File: config.mk
export PLATFORM = sky130hd
export DESIGN_NAME = fwpi_seq
export DESIGN_NICKNAME = d
export VERILOG_FILES = /design/src/rtl/fwpi_pkg.sv /design/src/rtl/fwpi_seq.sv
export SDC_FILE = /design/constraint.sdc
export NUM_CORES = 1
export LEC_CHECK = 0
export BUFFER_PORTS_ARGS = -buffer_cell sky130_fd_sc_hd__buf_2
export CAP_MARGIN = 5
export CELL_PAD_IN_SITES_DETAIL_PLACEMENT = 1
export CELL_PAD_IN_SITES_GLOBAL_PLACEMENT = 2
export CORE_UTILIZATION = 31
export CTS_BUF_LIST = sky130_fd_sc_hd__clkbuf_8
export CTS_CLUSTER_DIAMETER = 30
export DETAILED_ROUTE_END_ITERATION = 10
export PLACE_DENSITY = 0.84
export SLEW_MARGIN = 20
export SYNTH_ARGS = -nofsm -noshare
export SYNTH_HDL_FRONTEND = slang
export SYNTH_SLANG_ARGS = --single-unit
File: constraint.sdc
create_clock -name aclk -period 2.1 [get_ports aclk]
set_input_delay 0.42 -clock aclk [delete_from_list [all_inputs] [get_ports aclk]]
set_output_delay 0.42 -clock aclk [all_outputs]
set_load 0.05 [all_outputs]
File: src/rtl/fwpi_pkg.sv
// Shared constants, types and saturation helpers for the four-wheel PI speed controller.
`timescale 1ns / 1ps

package fwpi_pkg;

    localparam int NUM_WHEELS = 4;
    localparam int WHL_W      = $clog2(NUM_WHEELS);

    localparam int CNT_W  = 32;
    localparam int TGT_W  = 24;
    localparam int EFF_W  = 16;
    localparam int GAIN_W = 24;
    localparam int ZERO_W = 16;
    localparam int DB_W   = 15;
    localparam int SUM_W  = 32;

    // signed 32 x unsigned 24 product, and the sum of two of them
    localparam int PROD_W = SUM_W + GAIN_W + 1;
    localparam int ACC_W  = PROD_W + 1;
    localparam int FRAC_W = 16;

    localparam int CFG_ADDR_W = 3;
    localparam int CFG_DATA_W = 24;

    localparam int S_DATA_W = NUM_WHEELS * (CNT_W + TGT_W);
    localparam int M_DATA_W = NUM_WHEELS * EFF_W;

    localparam logic [CFG_ADDR_W-1:0] REG_SPEED_SCALE = 3'd0;
    localparam logic [CFG_ADDR_W-1:0] REG_PWM_GAIN    = 3'd1;
    localparam logic [CFG_ADDR_W-1:0] REG_IDLE_PWM    = 3'd2;
    localparam logic [CFG_ADDR_W-1:0] REG_DEADBAND    = 3'd3;
    localparam logic [CFG_ADDR_W-1:0] REG_KP          = 3'd4;
    localparam logic [CFG_ADDR_W-1:0] REG_KI          = 3'd5;
    localparam logic [CFG_ADDR_W-1:0] REG_DIR_MASK    = 3'd6;

    localparam logic [NUM_WHEELS-1:0] DIR_MASK_RST = 4'd14;

    typedef enum logic [9:0] {
        ST_IDLE  = 10'b00_0000_0001,
        ST_DIFF  = 10'b00_0000_0010,
        ST_SPEED = 10'b00_0000_0100,
        ST_ERR   = 10'b00_0000_1000,
        ST_SCALE = 10'b00_0001_0000,
        ST_MAP   = 10'b00_0010_0000,
        ST_KP    = 10'b00_0100_0000,
        ST_KI    = 10'b00_1000_0000,
        ST_ACC   = 10'b01_0000_0000,
        ST_DONE  = 10'b10_0000_0000
    } state_t;

    typedef struct packed {
        state_t             step;
        logic [WHL_W-1:0]   wheel;
        logic               load;
    } ctl_t;

    typedef struct packed {
        logic [GAIN_W-1:0]         speed_scale;
        logic [GAIN_W-1:0]         pwm_gain;
        logic signed [ZERO_W-1:0]  idle_pwm;
        logic [DB_W-1:0]           deadband;
        logic [GAIN_W-1:0]         kp;
        logic [GAIN_W-1:0]         ki;
        logic [NUM_WHEELS-1:0]     dir_mask;
    } cfg_t;

    // clamp to 32-bit signed range
    function automatic logic signed [SUM_W-1:0] sat32(input logic signed [ACC_W-1:0] v);
        logic hi_zero;
        logic hi_one;
        hi_zero = ~|v[ACC_W-1:SUM_W-1];
        hi_one  = &v[ACC_W-1:SUM_W-1];
        if (hi_zero || hi_one) begin
            return v[SUM_W-1:0];
        end else if (v[ACC_W-1]) begin
            return {1'b1, {(SUM_W-1){1'b0}}};
        end else begin
            return {1'b0, {(SUM_W-1){1'b1}}};
        end
    endfunction

    // clamp the integer part of the accumulator to 16-bit signed range
    function automatic logic signed [EFF_W-1:0] sat16(input logic signed [ACC_W-SUM_W-1:0] v);
        logic hi_zero;
        logic hi_one;
        hi_zero = ~|v[ACC_W-SUM_W-1:EFF_W-1];
        hi_one  = &v[ACC_W-SUM_W-1:EFF_W-1];
        if (hi_zero || hi_one) begin
            return v[EFF_W-1:0];
        end else if (v[ACC_W-SUM_W-1]) begin
            return {1'b1, {(EFF_W-1){1'b0}}};
        end else begin
            return {1'b0, {(EFF_W-1){1'b1}}};
        end
    endfunction

endpackage

File: src/rtl/fwpi_seq.sv
// Sequencer: steps each wheel through the shared multiplier and owns the handshakes.
`timescale 1ns / 1ps

module fwpi_seq (
    input  logic             aclk,
    input  logic             aresetn,
    input  logic             s_tvalid,
    output logic             s_tready,
    output logic             m_tvalid,
    input  logic             m_tready,
    output logic             out_load,
    output fwpi_pkg::ctl_t   ctl
);

    fwpi_pkg::state_t                state_reg, state_next;
    logic [fwpi_pkg::WHL_W-1:0]      wheel_reg, wheel_next;
    logic                            m_tvalid_reg, m_tvalid_next;
    logic                            last_wheel;

    assign last_wheel = (wheel_reg == fwpi_pkg::WHL_W'(fwpi_pkg::NUM_WHEELS - 1));
    assign s_tready   = (state_reg == fwpi_pkg::ST_IDLE);
    assign out_load   = (state_reg == fwpi_pkg::ST_DONE) && (!m_tvalid_reg || m_tready);

    always_comb begin
        state_next = state_reg;
        wheel_next = wheel_reg;
        unique case (state_reg)
            fwpi_pkg::ST_IDLE: begin
                if (s_tvalid) begin
                    state_next = fwpi_pkg::ST_DIFF;
                    wheel_next = '0;
                end
            end
            fwpi_pkg::ST_DIFF:  state_next = fwpi_pkg::ST_SPEED;
            fwpi_pkg::ST_SPEED: state_next = fwpi_pkg::ST_ERR;
            fwpi_pkg::ST_ERR:   state_next = fwpi_pkg::ST_SCALE;
            fwpi_pkg::ST_SCALE: state_next = fwpi_pkg::ST_MAP;
            fwpi_pkg::ST_MAP:   state_next = fwpi_pkg::ST_KP;
            fwpi_pkg::ST_KP:    state_next = fwpi_pkg::ST_KI;
            fwpi_pkg::ST_KI:    state_next = fwpi_pkg::ST_ACC;
            fwpi_pkg::ST_ACC: begin
                if (last_wheel) begin
                    state_next = fwpi_pkg::ST_DONE;
                end else begin
                    state_next = fwpi_pkg::ST_DIFF;
                    wheel_next = wheel_reg + 1'b1;
                end
            end
            fwpi_pkg::ST_DONE: begin
                // hold until the output register is free
                if (out_load) begin
                    state_next = fwpi_pkg::ST_IDLE;
                end
            end
            default: state_next = fwpi_pkg::ST_IDLE;
        endcase
    end

    always_comb begin
        m_tvalid_next = m_tvalid_reg;
        if (out_load) begin
            m_tvalid_next = 1'b1;
        end else if (m_tready) begin
            m_tvalid_next = 1'b0;
        end
    end

    always_ff @(posedge aclk) begin
        if (!aresetn) begin
            state_reg    <= fwpi_pkg::ST_IDLE;
            wheel_reg    <= '0;
            m_tvalid_reg <= 1'b0;
        end else begin
            state_reg    <= state_next;
            wheel_reg    <= wheel_next;
            m_tvalid_reg <= m_tvalid_next;
        end
    end

    assign m_tvalid  = m_tvalid_reg;
    assign ctl.step  = state_reg;
    assign ctl.wheel = wheel_reg;
    assign ctl.load  = s_tvalid && s_tready;

endmodule

==> metrics.cfg, run 1 <==
[drt]
drt_iter0_drc=10
vias_per_cell=5.236
vias=665
detail-route-antenna-nets=0
routedWlPerCell_um=14.09
wl_mm=1.789
first_pass_iters=3
route.detailed.drc=0

[power]
ir_drop_mv=0.4542
p_leak_nw=0.3864
powerDensity_nw_per_um2=752.6
power.total_mw=0.7100

[finish]
drive_above_1_share_pct=44.00
fin_area_um2=943.4
largest_reg_flops=10
fin_nets=106
num_antenna_cells=0
area_delta_synth_final_pct=35.13

[worst_setup_path]
critical_path.max_fanout=5
start_kind=flop
cp-end-kind=output pin
crit_path_start=state_reg[2]$_SDFFE_PN0P_
required_ns=1.68
cp.arrival_ns=1.68
r2r_start=state_reg[2]$_SDFFE_PN0P_
crit_type=reg -> out

[sta]
finalHoldViolCount=0
setup_viol=1
period_needed_ns=2.101
finClkSkew_ns=0.004037
period_share_pct=100.0
fin_ws_ns=-0.0009056
drv_slew=0
max-slew-margin-rel_pct=72.50
fmax_mhz=476.0
rsz0062_at_grt=yes
max_slew.worst_pin.slew_ns=0.4073

[clock_tree]
cts_buffer_depth=2
cts_num_sinks=13
postCtsHoldBufs=0
clk_pin_slew_ns=0.06
tritoncts=built
htree_num_levels=1
clk_latency_ns=0.24
cts_buffers=3
cts_root_buffer=clkbuf_8

[global_routing]
gr-total-overflow=0
antenna_found_initial=0
track_usage_pct=16.35
grt_pass1_wl_mm=3.036
grt_max_degree=10
first_global_vias=649

[yosys]
synth_top_family_by_area=simple AND/OR/NAND/NOR gates
avgSynthCellArea_um2=9.435
muxShareOfSynthArea_pct=0
synth-compound-area-share_pct=17.74
synth-seq-cells=13
ys_seq_area_share_pct=37.28
synth_edf_count=0
syn-cell-area_um2=698.2
yosys.area_share.simple_pct=36.56
synth_xor_area_share_pct=1.254
syn-instance-count=74
syn_nets=79
ys_types=35
synth-adder-area-share_pct=3.226
async_flop_share_pct=0
ys_dominant_reg_cell=dfxtp_1
ys.warnings.count=0

[floorplanning]
std_cell_rows=16
io_pins=20
die-height_um=49.46
initial_core_util_pct=34.19
die_x_um=49.46
dieArea_um2=2446
core-area_um2=2042

[outcome]
status=finished, violations left
violations=negative setup slack

[placement]
portBuffers=19
place_congestion=0.7264
hpwl_mm=1.330
placed_cell_area_um2=849.6

[job]
max-cap-violations=0

[worst_hold_path]
hp-class=reg -> reg
min_from=state_reg[7]$_SDFFE_PN0P_

==> per-layer routing <==
| metal | track usage (%) | vias to the layer above | share of wire, % |
|---|---|---|---|
| met4 | 5.714 | 0 | 0.78 |
| met2 | 26.48 | 13 | 47 |
| met3 | 3.704 | 2 | 3.4 |
| li1 | - | 335 | - |
| met5 | 0 | - | 0 |
| met1 | 21.20 | 315 | 48 |
==> power by group <==
group          leakage (nW)  switching (mW)  internal [mW]
Clock                0.0269          0.0839          0.129
Sequential            0.109          0.0186          0.256
Combinational         0.251           0.141         0.0819
==> cells in the mapped netlist (2+ instances only) <==
cell	instances	area share (%)
nor2_1	6	3.2
a21oi_1	2	1.4
nor2b_1	3	2.7
nor4b_1	4	5.0
or4_1	2	2.1
nand3b_1	3	3.2
nand4_1	3	2.7
a21boi_1	2	2.1
nand2b_1	4	3.6
nand3_1	2	1.4
nor3_1	2	1.4
inv_1	3	1.6
dfxtp_1	13	37
o21ai_0	2	1.4
nor3b_1	3	3.2
==> area by class of cell <==
cell class	count	area [um^2]
Clock buffer	3	41.29
Sequential cell	13	271.5
Fill cell	256	1099
Tap cell	27	33.78
Clock inverter	1	3.754
Multi-Input combinational cell	56	436.7
Timing Repair Buffer	24	145.1
Inverter	3	11.26
==> kinds of logic (layout without fill, tap and decap cells) <==
family,count (synthesis),in the layout
simple gates,39,39
flops,13,13
xor+xnor,1,1
compound gates,14,14
buf+inv,5,31
fa+ha+maj,2,2
==> cells in the final DEF (no fill, tap or decap), drive strengths merged, types with 3 or more instances in the layout <==
master	Yosys	routed
buf	1	23
nor4b	4	4
inv	3	4
dfxtp	13	13
nand4	3	3
nor2b	3	3
nor3b	4	4
clkbuf	1	4
nor2	6	6
or4	3	3
a21boi	3	3
nand3b	3	3
nand2b	4	4
==> per-stage QoR <==
step	setup WS (ns)	instances	hold slack, ns	TNS, ns	utilization [%]
CTS	-0.01647	124	0.4691	-0.01682	44.98
detailed placement	0.1151	119	0.4627	0	41.61
finish	-0.0009056	127	0.4667	-0.0009056	46.20
global route	-0.03923	127	0.4847	-0.05821	46.20
floorplan	-0.2549	74	0.5383	-0.2549	-
global placement	0.1474	119	0.4446	0	41.61
==> repair_timing <==
item / in CTS / in global routing
setup endpoints to repair: 3 / 3
pin swaps: 3 / 5
gates resized for setup: 4 / 1
buffers inserted: 1 / 3
==> worst paths after layout <==
check                           depth (start not counted)  slack, ns                        end
worst max-delay path                                    4    -0.0009                     ctl[0]
worst min-delay path                                    1       0.47  state_reg[7]$_SDFFE_PN0P_
worst max register to register                          5       0.21  state_reg[4]$_SDFFE_PN0P_
worst min register to register                          1       0.47  state_reg[7]$_SDFFE_PN0P_
==> worst max-delay path, cell delays in order (launching register included) <==
cell and delay (ns):
dfxtp_4 0.36, or4_4 0.57, nor3_4 0.21, and2_4 0.17
buf_8 0.13
(Power assumes the default switching activity.)
==> inputs of run 2 (changes only) <==
TNS_END_PERCENT = 10   (was not set)
==> run 2 against run 1 <==
Effect of this change: the flow still finishes with violations (negative setup slack); count of clock-buffer cells in the layout is the same; first-iteration DRC count shrank 70%; routed wire length is 4.7% higher; maximum frequency is 0.26% lower; via count up 0.75%; critical path type unchanged; critical endpoint unchanged.
==> metrics.cfg, run 2 (same netlist as run 1, synthesis figures left out) <==
[outcome]
status=finished, violations left
violations=negative setup slack

[drt]
drt_iter0_drc=3  ; -7
detail-route-antenna-nets=0  ; unchanged
top_layer=met4
route.detailed.drc=0  ; unchanged
vias=670  ; +0.75%
wl_met3_um=79  ; +32%
vias_per_cell=5.194  ; -0.81%
wl_mm=1.873  ; +4.7%
m1WireLength_um=866  ; +0.12%
first_pass_iters=4  ; +1
routedWlPerCell_um=14.52  ; +3.1%
wl_met2_um=902  ; +6.2%

[sta]
fmax_mhz=474.7  ; -0.26%
max_slew.worst_pin.slew_ns=0.3495  ; -0.05779 ns
fin_ws_ns=-0.006427  ; -0.005521 ns
finClkSkew_ns=0.0007567  ; -0.003281 ns
rsz0062_at_grt=yes
setup_viol=1  ; unchanged
max-slew-margin-rel_pct=76.41  ; +3.9 points
period_share_pct=100.3  ; +0.26 points
finalHoldViolCount=0  ; unchanged
drv_slew=0  ; unchanged
period_needed_ns=2.106  ; +0.005521 ns

[floorplanning]
die_x_um=49.46  ; unchanged
std_cell_rows=16  ; unchanged
io_pins=20  ; unchanged
dieArea_um2=2446  ; unchanged
core-area_um2=2042  ; unchanged
die-height_um=49.46  ; unchanged
initial_core_util_pct=34.19  ; unchanged

[power]
clock_power_share_pct=30.9  ; +1.0 points
p_switching_mw=0.2551  ; +4.8%
swShare_pct=35.42  ; +1.1 points
comb_power_share_pct=31.2  ; -0.2 points
sequentialPowerShare_pct=37.9  ; -0.8 points
p_leak_nw=0.3989  ; +3.2%
internal_power_mw=0.4651  ; -0.33%
powerDensity_nw_per_um2=753.3  ; about the same
ir_drop_mv=0.3634  ; -20%

[finish]
fin_nets=108  ; +1.9%
drive_above_1_share_pct=44.12  ; +0.12 points
largest_reg_flops=10  ; unchanged
register_area_um2=274.0  ; +0.92%
final_util_pct=46.81  ; +0.61 points
num_antenna_cells=0  ; unchanged
area_delta_synth_final_pct=36.92
final_common_cell=buf_2
layout_common_cells=buf_2, buf_4, nor2_1, dfxtp_1, dfxtp_2
multi_input_comb_area_um2=434.2  ; -0.57%
fin_area_um2=955.9  ; +1.3%
fillers=256  ; unchanged

[placement]
placed_cell_area_um2=847.1  ; -0.29%
hpwl_mm=1.299  ; -2.3%
place_congestion=0.7530  ; +3.7%
portBuffers=19  ; unchanged

[global_routing]
first_global_vias=672  ; +3.5%
track_usage_pct=17.66  ; +1.3 points
grt_pass1_wl_mm=3.215  ; +5.9%
gr-total-overflow=0  ; unchanged
grt_max_degree=10  ; unchanged
antenna_found_initial=0  ; unchanged

[clock_tree]
cts_num_sinks=13  ; unchanged
cts_root_buffer=clkbuf_8
tritoncts=built
postCtsHoldBufs=0  ; unchanged
cts_buffer_depth=2  ; unchanged
clk_pin_slew_ns=0.06  ; about the same
clk_latency_ns=0.24  ; about the same
cts_buffers=3  ; unchanged
htree_num_levels=1  ; unchanged

[worst_setup_path]
crit_type=reg -> out
start_kind=flop
critical_path.max_fanout=3  ; -2
cp-end-kind=output pin
cp.arrival_ns=1.69  ; about the same
required_ns=1.68  ; about the same

[job]
max-cap-violations=0  ; unchanged

[worst_hold_path]
hp-class=reg -> reg

run 2: metal layers:
layer  vias up  GRT usage, %
met5         -             0
met4         0         8.571
met3         4         4.321
met2        18         29.45
met1       315         21.05
li1        333             -
run 2: power by group through the flow:
stage / Combinational (mW) / Sequential (mW) / Clock [mW]
2_1_floorplan: 0.136 / 0.305 / 0
3_5_place_dp: 0.205 / 0.279 / 0
4_1_cts: 0.226 / 0.272 / 0.228
5_1_grt: 0.242 / 0.275 / 0.243
3_3_place_gp: 0.202 / 0.278 / 0
6_report: 0.225 / 0.273 / 0.223
run 2: critical path: stages (launching register included):
cell and delay, ns:
dfxtp_4 0.35, or4_4 0.56, nor3_4 0.22, and2_4 0.18, buf_8 0.13
run 2: worst paths after layout:
| path | start | to | slack (ns) | depth (start not counted) |
|---|---|---|---|---|
| worst max register to register | state_reg[9]$_SDFFE_PN0P_ | state_reg[4]$_SDFFE_PN0P_ | 0.20 | 5 |
| worst max-delay path | state_reg[9]$_SDFFE_PN0P_ | ctl[0] | -0.006 | 4 |
| worst min-delay path | state_reg[7]$_SDFFE_PN0P_ | state_reg[7]$_SDFFE_PN0P_ | 0.46 | 1 |
| worst min register to register | state_reg[7]$_SDFFE_PN0P_ | state_reg[7]$_SDFFE_PN0P_ | 0.46 | 1 |
run 2: final cells by class:
cell class | count | share of cell area (%)
inverter | 3 | 1.178
clock inverter | 1 | 0.3927
timing repair buffer | 26 | 16.49
multi-input combinational | 56 | 45.42
clock buffer | 3 | 4.319
tap | 27 | 3.534
sequential | 13 | 28.66
run 2: through the flow:
stage | TNS (ns) | power [mW] | hold slack [ns] | instances | setup WS [ns]
finish | -0.006427 | 0.7201 | 0.4602 | 129 | -0.006427
global route | -0.1534 | 0.7599 | 0.4835 | 129 | -0.08380
CTS | -0.04379 | 0.7256 | 0.4676 | 129 | -0.02640
detailed placement | 0 | 0.4847 | 0.4553 | 119 | 0.09953
global placement | 0 | 0.4805 | 0.4448 | 119 | 0.1469
floorplan | -0.3038 | 0.4414 | 0.5383 | 74 | -0.2549
run 2: timing repair:
item / in CTS / in global routing
setup endpoints to repair: 2 / 3
setup buffers: 6 / 0
pin swaps: 4 / 1
gates resized for setup: 4 / 1
